### config.mk
export PLATFORM = sky130hd
export DESIGN_NAME = utf16_to_utf8_encoder_core_flat
export DESIGN_NICKNAME = d
export VERILOG_FILES = /design/src/design/u16u8_pkg.sv /design/src/design/u16u8_if.sv /design/src/design/u16u8_front.sv /design/src/design/u16u8_queue.sv /design/src/design/u16u8_back.sv /design/src/design/utf16_to_utf8_encoder_core.sv /design/src/flat_wrapper.sv
export SDC_FILE = /design/constraint.sdc
export NUM_CORES = 1
export LEC_CHECK = 0
export BUFFER_PORTS_ARGS = -buffer_cell sky130_fd_sc_hd__buf_2
export CAP_MARGIN = 20
export CORE_UTILIZATION = 43
export DETAILED_ROUTE_END_ITERATION = 16
export PLACE_DENSITY_LB_ADDON = 0.1
export SKIP_LAST_GASP = 1
export SYNTH_ARGS = -nofsm -noshare
export SYNTH_HDL_FRONTEND = slang
export SYNTH_HIERARCHICAL = 1
export SYNTH_SLANG_ARGS = --single-unit
### constraint.sdc
create_clock -name clk -period 2.49 [get_ports clk]
set_input_delay 0.1245 -clock clk [delete_from_list [all_inputs] [get_ports clk]]
set_output_delay 0.1245 -clock clk [all_outputs]
set_load 0.02 [all_outputs]
### src/design/u16u8_pkg.sv
// ----------------------------------------------------------------------------
// u16u8_pkg
// Types, constants and the code point encoder shared by the UTF-16 to UTF-8
// encoder modules.
// ----------------------------------------------------------------------------
package u16u8_pkg;

  localparam int QDepth   = 2;
  localparam int QPtrW    = $clog2(QDepth);
  localparam int QLevelW  = $clog2(QDepth + 1);

  localparam logic [15:0] SurLo    = 16'hd800;
  localparam logic [15:0] SurHi    = 16'hdfff;
  localparam logic [15:0] LowSurLo = 16'hdc00;
  localparam logic [20:0] SuppBase = 21'h10000;
  localparam logic [20:0] Lim1     = 21'h00080;
  localparam logic [20:0] Lim2     = 21'h00800;
  localparam logic [20:0] Lim3     = 21'h10000;

  // bytes[0] leaves first
  typedef struct packed {
    logic [2:0]      cnt;
    logic [3:0][7:0] bytes;
  } cmd_t;

  function automatic cmd_t encode_cp(input logic [20:0] cp);
    cmd_t c;
    c.bytes = '0;
    if (cp < Lim1) begin
      c.cnt      = 3'd1;
      c.bytes[0] = cp[7:0];
    end else if (cp < Lim2) begin
      c.cnt      = 3'd2;
      c.bytes[0] = {3'b110, cp[10:6]};
      c.bytes[1] = {2'b10, cp[5:0]};
    end else if (cp < Lim3) begin
      c.cnt      = 3'd3;
      c.bytes[0] = {4'b1110, cp[15:12]};
      c.bytes[1] = {2'b10, cp[11:6]};
      c.bytes[2] = {2'b10, cp[5:0]};
    end else begin
      c.cnt      = 3'd4;
      c.bytes[0] = {5'b11110, cp[20:18]};
      c.bytes[1] = {2'b10, cp[17:12]};
      c.bytes[2] = {2'b10, cp[11:6]};
      c.bytes[3] = {2'b10, cp[5:0]};
    end
    return c;
  endfunction

endpackage

### src/design/u16u8_if.sv
// ----------------------------------------------------------------------------
// u16u8_if
// Valid/ready channels: UTF-16 unit input and UTF-8 byte output.
// ----------------------------------------------------------------------------
interface u16u8_in_if;
  logic        valid;
  logic        ready;
  logic [15:0] code_unit;
  logic        string_last;

  modport source (output valid, output code_unit, output string_last, input ready);
  modport sink   (input valid, input code_unit, input string_last, output ready);
endinterface

interface u16u8_out_if;
  logic       valid;
  logic       ready;
  logic [7:0] utf8_byte;
  logic       run_last;

  modport source (output valid, output utf8_byte, output run_last, input ready);
  modport sink   (input valid, input utf8_byte, input run_last, output ready);
endinterface

### src/design/u16u8_front.sv
// ----------------------------------------------------------------------------
// u16u8_front
// Accepts UTF-16 units, tracks a held surrogate and pushes an encoded byte
// group for every unit that produces output.
// ----------------------------------------------------------------------------
module u16u8_front
  import u16u8_pkg::*;
(
  input  logic        clk,
  input  logic        rst_n,
  input  logic        in_valid,
  output logic        in_ready,
  input  logic [15:0] in_code_unit,
  input  logic        in_string_last,
  output logic        push_valid,
  input  logic        push_ready,
  output cmd_t        push_cmd
);

  logic       pending_r, pending_nxt;
  logic [9:0] held_r, held_nxt;
  logic       is_sur, is_low, emit;
  logic [20:0] cp;
  logic        accept;

  assign in_ready = push_ready;
  assign accept   = in_valid && in_ready;

  always_comb begin
    is_sur      = (in_code_unit >= SurLo) && (in_code_unit <= SurHi);
    is_low      = (in_code_unit >= LowSurLo) && (in_code_unit <= SurHi);
    pending_nxt = pending_r;
    held_nxt    = held_r;
    emit        = 1'b1;
    cp          = {5'd0, in_code_unit};
    if (pending_r) begin
      cp = is_low ? ({1'b0, held_r, in_code_unit[9:0]} + SuppBase) : '0;
      if (accept) begin
        pending_nxt = 1'b0;
        held_nxt    = '0;
      end
    end else if (is_sur && !in_string_last) begin
      emit = 1'b0;
      if (accept) begin
        pending_nxt = 1'b1;
        held_nxt    = in_code_unit[9:0];
      end
    end
  end

  assign push_valid = in_valid && emit;
  assign push_cmd   = encode_cp(cp);

  always_ff @(posedge clk) begin
    if (!rst_n) begin
      pending_r <= 1'b0;
      held_r    <= '0;
    end else begin
      pending_r <= pending_nxt;
      held_r    <= held_nxt;
    end
  end

endmodule

### src/design/u16u8_queue.sv
// ----------------------------------------------------------------------------
// u16u8_queue
// Short queue of encoded byte groups between the front and back ends.
// ----------------------------------------------------------------------------
module u16u8_queue
  import u16u8_pkg::*;
(
  input  logic               clk,
  input  logic               rst_n,
  input  logic               push_valid,
  output logic               push_ready,
  input  cmd_t               push_cmd,
  output logic               pop_valid,
  input  logic               pop_ready,
  output cmd_t               pop_cmd,
  output logic [QLevelW-1:0] level
);

  cmd_t               mem_r [QDepth];
  logic [QPtrW-1:0]   wr_ptr_r, rd_ptr_r;
  logic [QLevelW-1:0] level_r, level_nxt;
  logic               do_push, do_pop;

  assign push_ready = (level_r != QLevelW'(QDepth));
  assign pop_valid  = (level_r != '0);
  assign pop_cmd    = mem_r[rd_ptr_r];
  assign level      = level_r;
  assign do_push    = push_valid && push_ready;
  assign do_pop     = pop_valid && pop_ready;

  always_comb begin
    level_nxt = level_r;
    if (do_push && !do_pop) level_nxt = level_r + 1'b1;
    else if (do_pop && !do_push) level_nxt = level_r - 1'b1;
  end

  always_ff @(posedge clk) begin
    if (do_push) mem_r[wr_ptr_r] <= push_cmd;
  end

  always_ff @(posedge clk) begin
    if (!rst_n) begin
      wr_ptr_r <= '0;
      rd_ptr_r <= '0;
      level_r  <= '0;
    end else begin
      if (do_push) wr_ptr_r <= (wr_ptr_r == QPtrW'(QDepth - 1)) ? '0 : wr_ptr_r + 1'b1;
      if (do_pop)  rd_ptr_r <= (rd_ptr_r == QPtrW'(QDepth - 1)) ? '0 : rd_ptr_r + 1'b1;
      level_r <= level_nxt;
    end
  end

endmodule

### src/design/u16u8_back.sv
// ----------------------------------------------------------------------------
// u16u8_back
// Takes encoded byte groups from the queue and sends them one byte per beat
// through an output register.
// ----------------------------------------------------------------------------
module u16u8_back
  import u16u8_pkg::*;
(
  input  logic       clk,
  input  logic       rst_n,
  input  logic       pop_valid,
  output logic       pop_ready,
  input  cmd_t       pop_cmd,
  output logic       out_valid,
  input  logic       out_ready,
  output logic [7:0] out_utf8_byte,
  output logic       out_run_last
);

  cmd_t       cur_r;
  logic [1:0] idx_r;
  logic       busy_r;
  logic       out_valid_r;
  logic [7:0] byte_r;
  logic       last_r;
  logic       out_free, emit, is_last;

  assign out_free  = !out_valid_r || out_ready;
  assign is_last   = ({1'b0, idx_r} + 3'd1) == cur_r.cnt;
  assign emit      = busy_r && out_free;
  assign pop_ready = !busy_r || (emit && is_last);

  assign out_valid     = out_valid_r;
  assign out_utf8_byte = byte_r;
  assign out_run_last  = last_r;

  always_ff @(posedge clk) begin
    if (emit) begin
      byte_r <= cur_r.bytes[idx_r];
      last_r <= is_last;
    end
    if (pop_valid && pop_ready) cur_r <= pop_cmd;
  end

  always_ff @(posedge clk) begin
    if (!rst_n) begin
      busy_r      <= 1'b0;
      idx_r       <= '0;
      out_valid_r <= 1'b0;
    end else begin
      if (emit) out_valid_r <= 1'b1;
      else if (out_ready) out_valid_r <= 1'b0;
      if (pop_valid && pop_ready) begin
        busy_r <= 1'b1;
        idx_r  <= '0;
      end else if (emit) begin
        if (is_last) busy_r <= 1'b0;
        else idx_r <= idx_r + 1'b1;
      end
    end
  end

endmodule

### src/design/utf16_to_utf8_encoder_core.sv
// ----------------------------------------------------------------------------
// utf16_to_utf8_encoder_core
// UTF-16 to UTF-8 encoder: front end classifies and encodes units, a short
// queue decouples it from the back end, which sends one byte per beat.
//
//   channel   dir  payload                     handshake
//   in_ch     in   code_unit[15:0] string_last valid/ready
//   out_ch    out  utf8_byte[7:0]  run_last    valid/ready
//
// One unit may be accepted per cycle while the two-entry queue has room.
// The output port sends one byte per cycle while the sink is ready, so a unit
// yields 1 to 4 bytes (its byte count); a held surrogate yields no bytes.
// First byte path: queue entry, back-end group register, output register.
// Reset is synchronous, active low; no clearing pass.
// Either side may stall freely; the queue and output register absorb it.
// ----------------------------------------------------------------------------
module utf16_to_utf8_encoder_core
  import u16u8_pkg::*;
(
  input  logic               clk,
  input  logic               rst_n,
  u16u8_in_if.sink           in_ch,
  u16u8_out_if.source        out_ch
);

  logic               push_valid, push_ready;
  cmd_t               push_cmd;
  logic               pop_valid, pop_ready;
  cmd_t               pop_cmd;
  logic [QLevelW-1:0] q_level;

  u16u8_front u_front (
    .clk            (clk),
    .rst_n          (rst_n),
    .in_valid       (in_ch.valid),
    .in_ready       (in_ch.ready),
    .in_code_unit   (in_ch.code_unit),
    .in_string_last (in_ch.string_last),
    .push_valid     (push_valid),
    .push_ready     (push_ready),
    .push_cmd       (push_cmd)
  );

  u16u8_queue u_queue (
    .clk        (clk),
    .rst_n      (rst_n),
    .push_valid (push_valid),
    .push_ready (push_ready),
    .push_cmd   (push_cmd),
    .pop_valid  (pop_valid),
    .pop_ready  (pop_ready),
    .pop_cmd    (pop_cmd),
    .level      (q_level)
  );

  u16u8_back u_back (
    .clk           (clk),
    .rst_n         (rst_n),
    .pop_valid     (pop_valid),
    .pop_ready     (pop_ready),
    .pop_cmd       (pop_cmd),
    .out_valid     (out_ch.valid),
    .out_ready     (out_ch.ready),
    .out_utf8_byte (out_ch.utf8_byte),
    .out_run_last  (out_ch.run_last)
  );

`ifndef NO_ASSERTIONS
  a_level_bound: assert property (@(posedge clk) disable iff (!rst_n)
    q_level <= QLevelW'(QDepth))
    else $error("queue level out of range");

  a_level_track: assert property (@(posedge clk) disable iff (!rst_n)
    ##1 (q_level == $past(q_level) + QLevelW'($past(push_valid && push_ready))
                    - QLevelW'($past(pop_valid && pop_ready))))
    else $error("queue level does not follow push and pop");

  a_push_count: assert property (@(posedge clk) disable iff (!rst_n)
    (push_valid && push_ready) |-> (push_cmd.cnt != 3'd0 && push_cmd.cnt <= 3'd4))
    else $error("pushed byte group has bad count");
`endif

endmodule

### src/flat_wrapper.sv
// flat-port wrapper written by rule: the top's interface ports become plain ports
module utf16_to_utf8_encoder_core_flat import u16u8_pkg::*;
  (clk, rst_n, in_ch_valid, in_ch_code_unit, in_ch_string_last, in_ch_ready, out_ch_valid, out_ch_utf8_byte, out_ch_run_last, out_ch_ready);
  u16u8_in_if in_ch_i ();
  u16u8_out_if out_ch_i ();
  input  logic clk;
  input  logic rst_n;
  input wire logic [$bits(in_ch_i.valid)-1:0] in_ch_valid;
  input wire logic [$bits(in_ch_i.code_unit)-1:0] in_ch_code_unit;
  input wire logic [$bits(in_ch_i.string_last)-1:0] in_ch_string_last;
  output wire logic [$bits(in_ch_i.ready)-1:0] in_ch_ready;
  output wire logic [$bits(out_ch_i.valid)-1:0] out_ch_valid;
  output wire logic [$bits(out_ch_i.utf8_byte)-1:0] out_ch_utf8_byte;
  output wire logic [$bits(out_ch_i.run_last)-1:0] out_ch_run_last;
  input wire logic [$bits(out_ch_i.ready)-1:0] out_ch_ready;
  assign in_ch_i.valid = in_ch_valid;
  assign in_ch_i.code_unit = in_ch_code_unit;
  assign in_ch_i.string_last = in_ch_string_last;
  assign in_ch_ready = in_ch_i.ready;
  assign out_ch_valid = out_ch_i.valid;
  assign out_ch_utf8_byte = out_ch_i.utf8_byte;
  assign out_ch_run_last = out_ch_i.run_last;
  assign out_ch_i.ready = out_ch_ready;
  utf16_to_utf8_encoder_core u_core (.clk(clk), .rst_n(rst_n), .in_ch(in_ch_i), .out_ch(out_ch_i));
endmodule
### Yosys cells after proc, flatten, opt, wreduce, memory -nomap -nowiden

Memories as Yosys holds them, arrays and structs flattened. A register that Yosys moved wholly into a read port is not among the register bits.
Cells that the tools add are included.

| word-level totals | value |
|---|---|
| output and inout bits | 11 |
| logic and storage cells | 91 |
| ROM bits | 0 |
| memories kept | 1 |
| latch bits | 0 |
| memory bits (writable) | 70 |
| flip-flop bits (word level) | 28 |
| input port bits | 21 |

Memory list:

| memory | words | width | rd ports | clocked after Yosys merged registers in | write ports | line | RTL |
|---|---|---|---|---|---|---|---|
| u_core.u_queue.mem_r | 2 | 35 | 1 | 1 | 1 | u16u8_queue.sv:19 | `cmd_t mem_r [QDepth];` |

| operators by class | value |
|---|---|
| magnitude comparators | 7 |
| $mul | 0 |
| reduce and logical (&&, ||, !) cells | 28 |
| add/sub/neg operators | 7 |
| shifts and indexed selects | 0 |
| equal/unequal tests | 2 |
| bitwise gates (word level) | 2 |
| multiplexer cells | 34 |
| divide/modulo/power cells | 0 |

Operators by type and width:

| kind | count |
|---|---|
| 2-to-1 mux 21 bit | 2 |
| 2-to-1 mux 10 bit | 4 |
| >= comparator 16 bit (second input constant) | 2 |
| 2-to-1 mux 16 bit | 2 |
| 2-to-1 mux 24 bit | 1 |
| 2-to-1 mux 8 bit | 3 |
| 2-to-1 mux 22 bit | 1 |
| adder 20 x 17 -> 21 bit (second input constant) | 1 |
| less-than comparator 21 x 12 -> 1 bit (second input constant) | 1 |
| less-than comparator 21 x 17 -> 1 bit (second input constant) | 1 |
| less-than comparator 21 x 8 -> 1 bit (second input constant) | 1 |
| binary-select mux 8 bit (select 2 bit) | 1 |
| less-or-equal comparator 16 bit (second input constant) | 1 |
| 2-to-1 mux 1 bit | 15 |
| nonzero test 2 bit | 6 |
| logical AND 1 bit | 11 |
| 2-to-1 mux 3 bit | 3 |
| AND reduction 2 bit | 3 |
| zero test 1 bit | 5 |
| adder 2 x 1 -> 2 bit (second input constant) | 2 |
| 2-to-1 mux 2 bit | 2 |
| adder 2 x 1 -> 3 bit (second input constant) | 1 |
| == test 3 bit | 1 |
| less-than comparator 2 x 3 -> 1 bit (second input constant) | 1 |
| other kinds (6) | 9 |

### Logic depth before layout (Yosys ltp)

| depth | value |
|---|---|
| depth after elaboration | 11 |
| depth in mapped cells | 9 |
| depth with buffers taken out | 8 |

### By module

The synthesis kept the hierarchy.

Modules (own cells, without submodules):

| module | times used | area an instance (um^2) | cells each | seq. area each (um^2) |
|---|---|---|---|---|
| u16u8_queue | 1 | 2758.9 | 133 | 2202.1 |
| u16u8_back | 1 | 1813.0 | 77 | 1401.3 |
| u16u8_front | 1 | 1286.2 | 178 | 220.2 |

### Least setup slack after synthesis

Ideal clock, no wire load.

| path | value |
|---|---|
| path type | flip-flop to flip-flop |
| start | register u_core.u_front.pending_r |
| end | memory u_core/u_queue/mem_r[1][0] in the netlist's numbering (enable) |
| path buffers | 3 |
| setup slack | -0.008 ns |
| period minus slack after synthesis | 2.498 ns |
| stages on the path, launching flop included | 6 |
| arrival time | 2.102 ns |
| path through | dfxtp_1 > buf_4 > clkbuf_1 > clkbuf_1 > o31a_1 > and3_1 |

| between the ends | value |
|---|---|
| cells in the longest elaborated chain, start to end | 5 |

RTL lines:

| element | line | RTL |
|---|---|---|
| start, declared | u16u8_front.sv:20 | `logic pending_r, pending_nxt;` |
| start signal, assigned | u16u8_front.sv:59 | `pending_r <= pending_nxt;` |
| 2-to-1 mux 1 bit | u16u8_front.sv:36 | `if (pending_r) begin` |
| logical AND 1 bit | u16u8_front.sv:51 | `assign push_valid = in_valid && emit;` |
| net u_core.push_valid | utf16_to_utf8_encoder_core.sv:26 | `logic push_valid, push_ready;` |
| logical AND 1 bit | u16u8_queue.sv:28 | `assign do_push = push_valid && push_ready;` |
| 2-to-1 mux 1 bit | u16u8_queue.sv:38 | `if (do_push) mem_r[wr_ptr_r] <= push_cmd;` |
| 2-to-1 mux 1 bit (not written as such) | u16u8_queue.sv:38 |  |
| end, declared | u16u8_queue.sv:19 |  |

The timed path passes the listed nets, and every way through them passes these cells.

==> summary.md <==
| Metric | Value |
|---|---|
| Outcome | `complete, no violations` |
| Minimum period implied by the final worst setup slack | `between 2000 and 2500 ps` |
| Lkg Pwr | `between 2 and 2.5 nW` |
| Root cell of the clock tree | `sky130_fd_sc_hd__clkbuf_16` |
| Launching element type of the critical path | `flop` |
| Final setup violation count | `0` |
| Drt initial violations | `236` |
| Data arrival at the endpoint of the critical path | `~2400 ps` |
| P_int | `just over 5 mW` |
| TritonCTS clock tree | `yes` |
| Share of power burned in combinational logic | `0.213` |
| Synthesized cell area | `0.00586 mm^2` |
| Number of buffers created by CTS | `17` |
| Stage delay of the slowest cell on the critical path | `around 600 ps` |
| Final Instance Count excl. Fillers | `between 600 and 700` |
| Ant diodes | `0` |
| Post-layout nets | `~460` |
| Share of the synthesized area in the top cell type | `0.584` |
| Final Hold Slack | `22.1 ps` |
| Placed wire-length estimate | `between 7000 and 8000 um` |
| Insertion delay to the later sink of the worst-skew pair | `between 400 and 500 ps` |
| Crit path max fanout | `8` |
| Most common cell after layout, fill and taps aside | `sky130_fd_sc_hd__edfxtp_1` |
| FMAX | `approximately 440 MHz` |
| Total vias in the final route | `~3,300` |
| Io pins | `32` |
| Number of enable-type register cells in the synthesized netlist | `114` |
| VDD IR-drop max | `0.000380 V` |
| Vertical die dimension | `between 100 and 150 um` |
| Area of the placeable core | `~0.013 mm^2` |
| Final setup margin | `approximately 200 ps` |
| Switching share of power | `0.258` |
| Post-detailed-routing wire length | `roughly 11,000 um` |
| Actual slew at the worst max-slew pin | `793 ps` |
| Finished Core Util | `0.514` |
| Cells traversed along the worst timing path | `or4_4 -> nor2_8 -> o22ai_4 -> o21ai_0 -> o22ai_1` |
| Sequential share of the synthesized area | `0.653` |
| Area of all placed cells without fillers | `about 0.007 mm^2` |
| Number of antenna-violating nets in the routed design | `0` |
| Final period utilization | `0.921` |
| Cell area reported after detailed placement | `roughly 0.0063 mm^2` |
| Via-to-Cell Ratio | `roughly 5.4` |
| Most used cells in the layout excluding fill and tap cells | `sky130_fd_sc_hd__edfxtp_1 (114), sky130_fd_sc_hd__mux2_2 (35), sky130_fd_sc_hd__buf_2 (31)` |
| Setup Crit Path Kind | `flop to flop` |
| Slowest-stage cell, CP | `sky130_fd_sc_hd__or4_4` |
| Number of failing hold endpoints at the final stage | `0` |
| Clock power frac | `0.328` |
| Slew Viols, Final | `0` |
| Worst min path class | `input port to flop` |
| Largest clock skew in the final design | `roughly 6.3 ps` |
| CTS max path bufs | `2` |
| Clock-pin transition on the worst setup and hold timing paths | `~50 ps` |
| Total global routing overflow | `0` |
| Sinks on Clock Net | `between 100 and 150` |
| Number of gates resized after cts | `0` |
| Count of cell types in the netlist | `between 60 and 70` |
| Number of antenna violations at the first check in global routing | `0` |
| Dpl ws | `approximately 200 ps` |
| Setup fix buffers added after clock tree synthesis | `0` |
| Synth Instances | `388` |
| Part of the total power dissipated in sequential elements | `0.459` |
| Cell types occupying the most area after synthesis | `sky130_fd_sc_hd__edfxtp_1 (58%), sky130_fd_sc_hd__dfxtp_1 (6.8%), sky130_fd_sc_hd__mux2_2 (6.7%)` |
| Largest net degree at the start of global routing | `36` |
| Wire length per cell after detailed routing | `about 18 um` |
| Share of layout cells above drive strength 1 | `0.271` |
| Most area-hungry cell type in the Yosys netlist | `sky130_fd_sc_hd__edfxtp_1` |
| All-Layer GR Usage | `0.177` |
| DP Cell Count | `approximately 600` |
| Max-Cap Viols | `0` |
| Ys flop type | `sky130_fd_sc_hd__edfxtp_1` |
| Via count of the first global-routing pass | `~3,400` |
| First-pass DRT Iterations | `4` |
| Die area | `0.0141 mm^2` |
| P&R area growth vs syn | `16.1%` |
| Number of warnings reported in the yosys synthesis log | `6` |
| Worst Setup End Kind | `flop` |
| Worst slew margin relative to its limit | `0.470` |
| Core Rows | `42` |
| PwrDens | `slightly above 1000 mW/mm^2` |
| Required time of the critical path | `between 2000 and 3000 ps` |
| Initial core utilization | `0.442` |
| Number of hold buffers added after CTS | `0` |
| Horizontal extent of the die | `between 100 and 150 um` |
| Sum of negative setup slack | `0 ps` |
| Synth Register Bits | `134` |
| Number of filler instances in the final layout | `~1,200` |
| Placer congestion estimate | `0.889` |
| Total Power Consumption | `between 6 and 7 mW` |
| Number of input and output port buffers inserted | `31` |
| Proportion of register bits with asynchronous set or reset after synthesis | `0` |
| Avg Inst Size Synth | `~15 um^2` |
| CTS H-tree lvls | `4` |
| Wire length of the first global-routing pass | `18,300 um` |
| # DRC | `0` |
| Switching component of the power | `~1.8 mW` |
| Setup repair after global routing missed its margin | `no` |
-- Yosys cell counts, types with 6 or more instances --
library cell and count:
sky130_fd_sc_hd__mux4_1 8, sky130_fd_sc_hd__mux2_2 35, sky130_fd_sc_hd__inv_1 9, sky130_fd_sc_hd__buf_4 8, sky130_fd_sc_hd__a21oi_1 8, sky130_fd_sc_hd__and2_1 6
sky130_fd_sc_hd__dfxtp_1 20, sky130_fd_sc_hd__o21ai_0 11, sky130_fd_sc_hd__nand2_1 16, sky130_fd_sc_hd__edfxtp_1 114, sky130_fd_sc_hd__nor2_1 13, sky130_fd_sc_hd__nor2b_1 15
sky130_fd_sc_hd__and3_1 6, sky130_fd_sc_hd__a22oi_1 10, sky130_fd_sc_hd__mux2i_1 6, sky130_fd_sc_hd__nor3_1 8
-- final timing paths --
| check | from | end | slack [ps] | cells past startpoint |
|---|---|---|---|---|
| worst max-delay path | u_core/u_front/held_r[2] | u_core/u_queue/mem_r[1][11] | 200 | 5 |
| worst min-delay path | in_ch_code_unit[0] | u_core/u_front/held_r[0] | 20 | 3 |
| worst max register to register | u_core/u_front/held_r[2] | u_core/u_queue/mem_r[1][11] | 200 | 5 |
| worst min register to register | u_core/u_queue/mem_r[0][30] | u_core/u_back/cur_r[30] | 540 | 1 |
-- flip-flops by register name (all words and copies together), names as in the netlist, named ones only --
name and count:
u_core/u_back/out_valid 1, u_core/u_queue/mem_r 70, u_core/u_back/cur_r 35, u_core/u_back/out_utf8_byte 8
u_core/u_queue/wr_ptr_r 1, u_core/u_back/idx_r 2, u_core/u_front/pending_r 1, u_core/u_front/held_r 10
u_core/u_back/busy_r 1, u_core/u_back/out_run_last 1, u_core/u_queue/rd_ptr_r 1, u_core/u_queue/level 2
-- power groups by stage --
stage / clock network [mW] / logic (mW) / registers [mW]
2_1_floorplan: 0 / 1.00 / 3.25
3_3_place_gp: 0 / 1.47 / 3.20
3_5_place_dp: 0 / 1.49 / 3.21
4_1_cts: 2.31 / 1.49 / 3.17
5_1_grt: 2.39 / 1.60 / 3.21
6_report: 2.26 / 1.46 / 3.16
-- layout make-up --
class,instances,area [um^2],share of cell area
clock buffer,20,437,0.0642
clock inverter,8,86.3,0.0127
inverter,9,33.8,0.00497
multi-input combinational,228,1890,0.278
sequential,134,3820,0.562
tap,176,220,0.0324
timing repair buffer,48,308,0.0452
-- critical path, delay by kind of cell, from the launching register on --
kind             cells  cell delay, ps
AO/OA/AOI/OAI        3             860
AND/OR/NAND/NOR      2             770
flip-flops           1             360
-- kinds of logic (layout without fill, tap and decap cells) --
logic type               after synthesis  after routing  share of synthesized area
adder cells (fa/ha/maj)                3              3                    0.00641
other                                  1              3                   0.000640
multiplexers                          50             50                      0.115
flip-flops                           134            134                      0.653
AO/OA/AOI/OAI                         74             74                     0.0957
XOR/XNOR                               9              9                     0.0167
buffers and inverters                 28             85                     0.0254
AND/OR/NAND/NOR                       89             89                     0.0871
-- layer usage --
metal,vias to the layer above,global-route usage,part of all wire
li1,1612,-,-
met1,1630,0.233,0.48
met2,86,0.269,0.46
met3,20,0.0526,0.041
met4,0,0.0854,0.020
met5,-,0,0
Note: power is estimated with default switching activity, not from simulation.
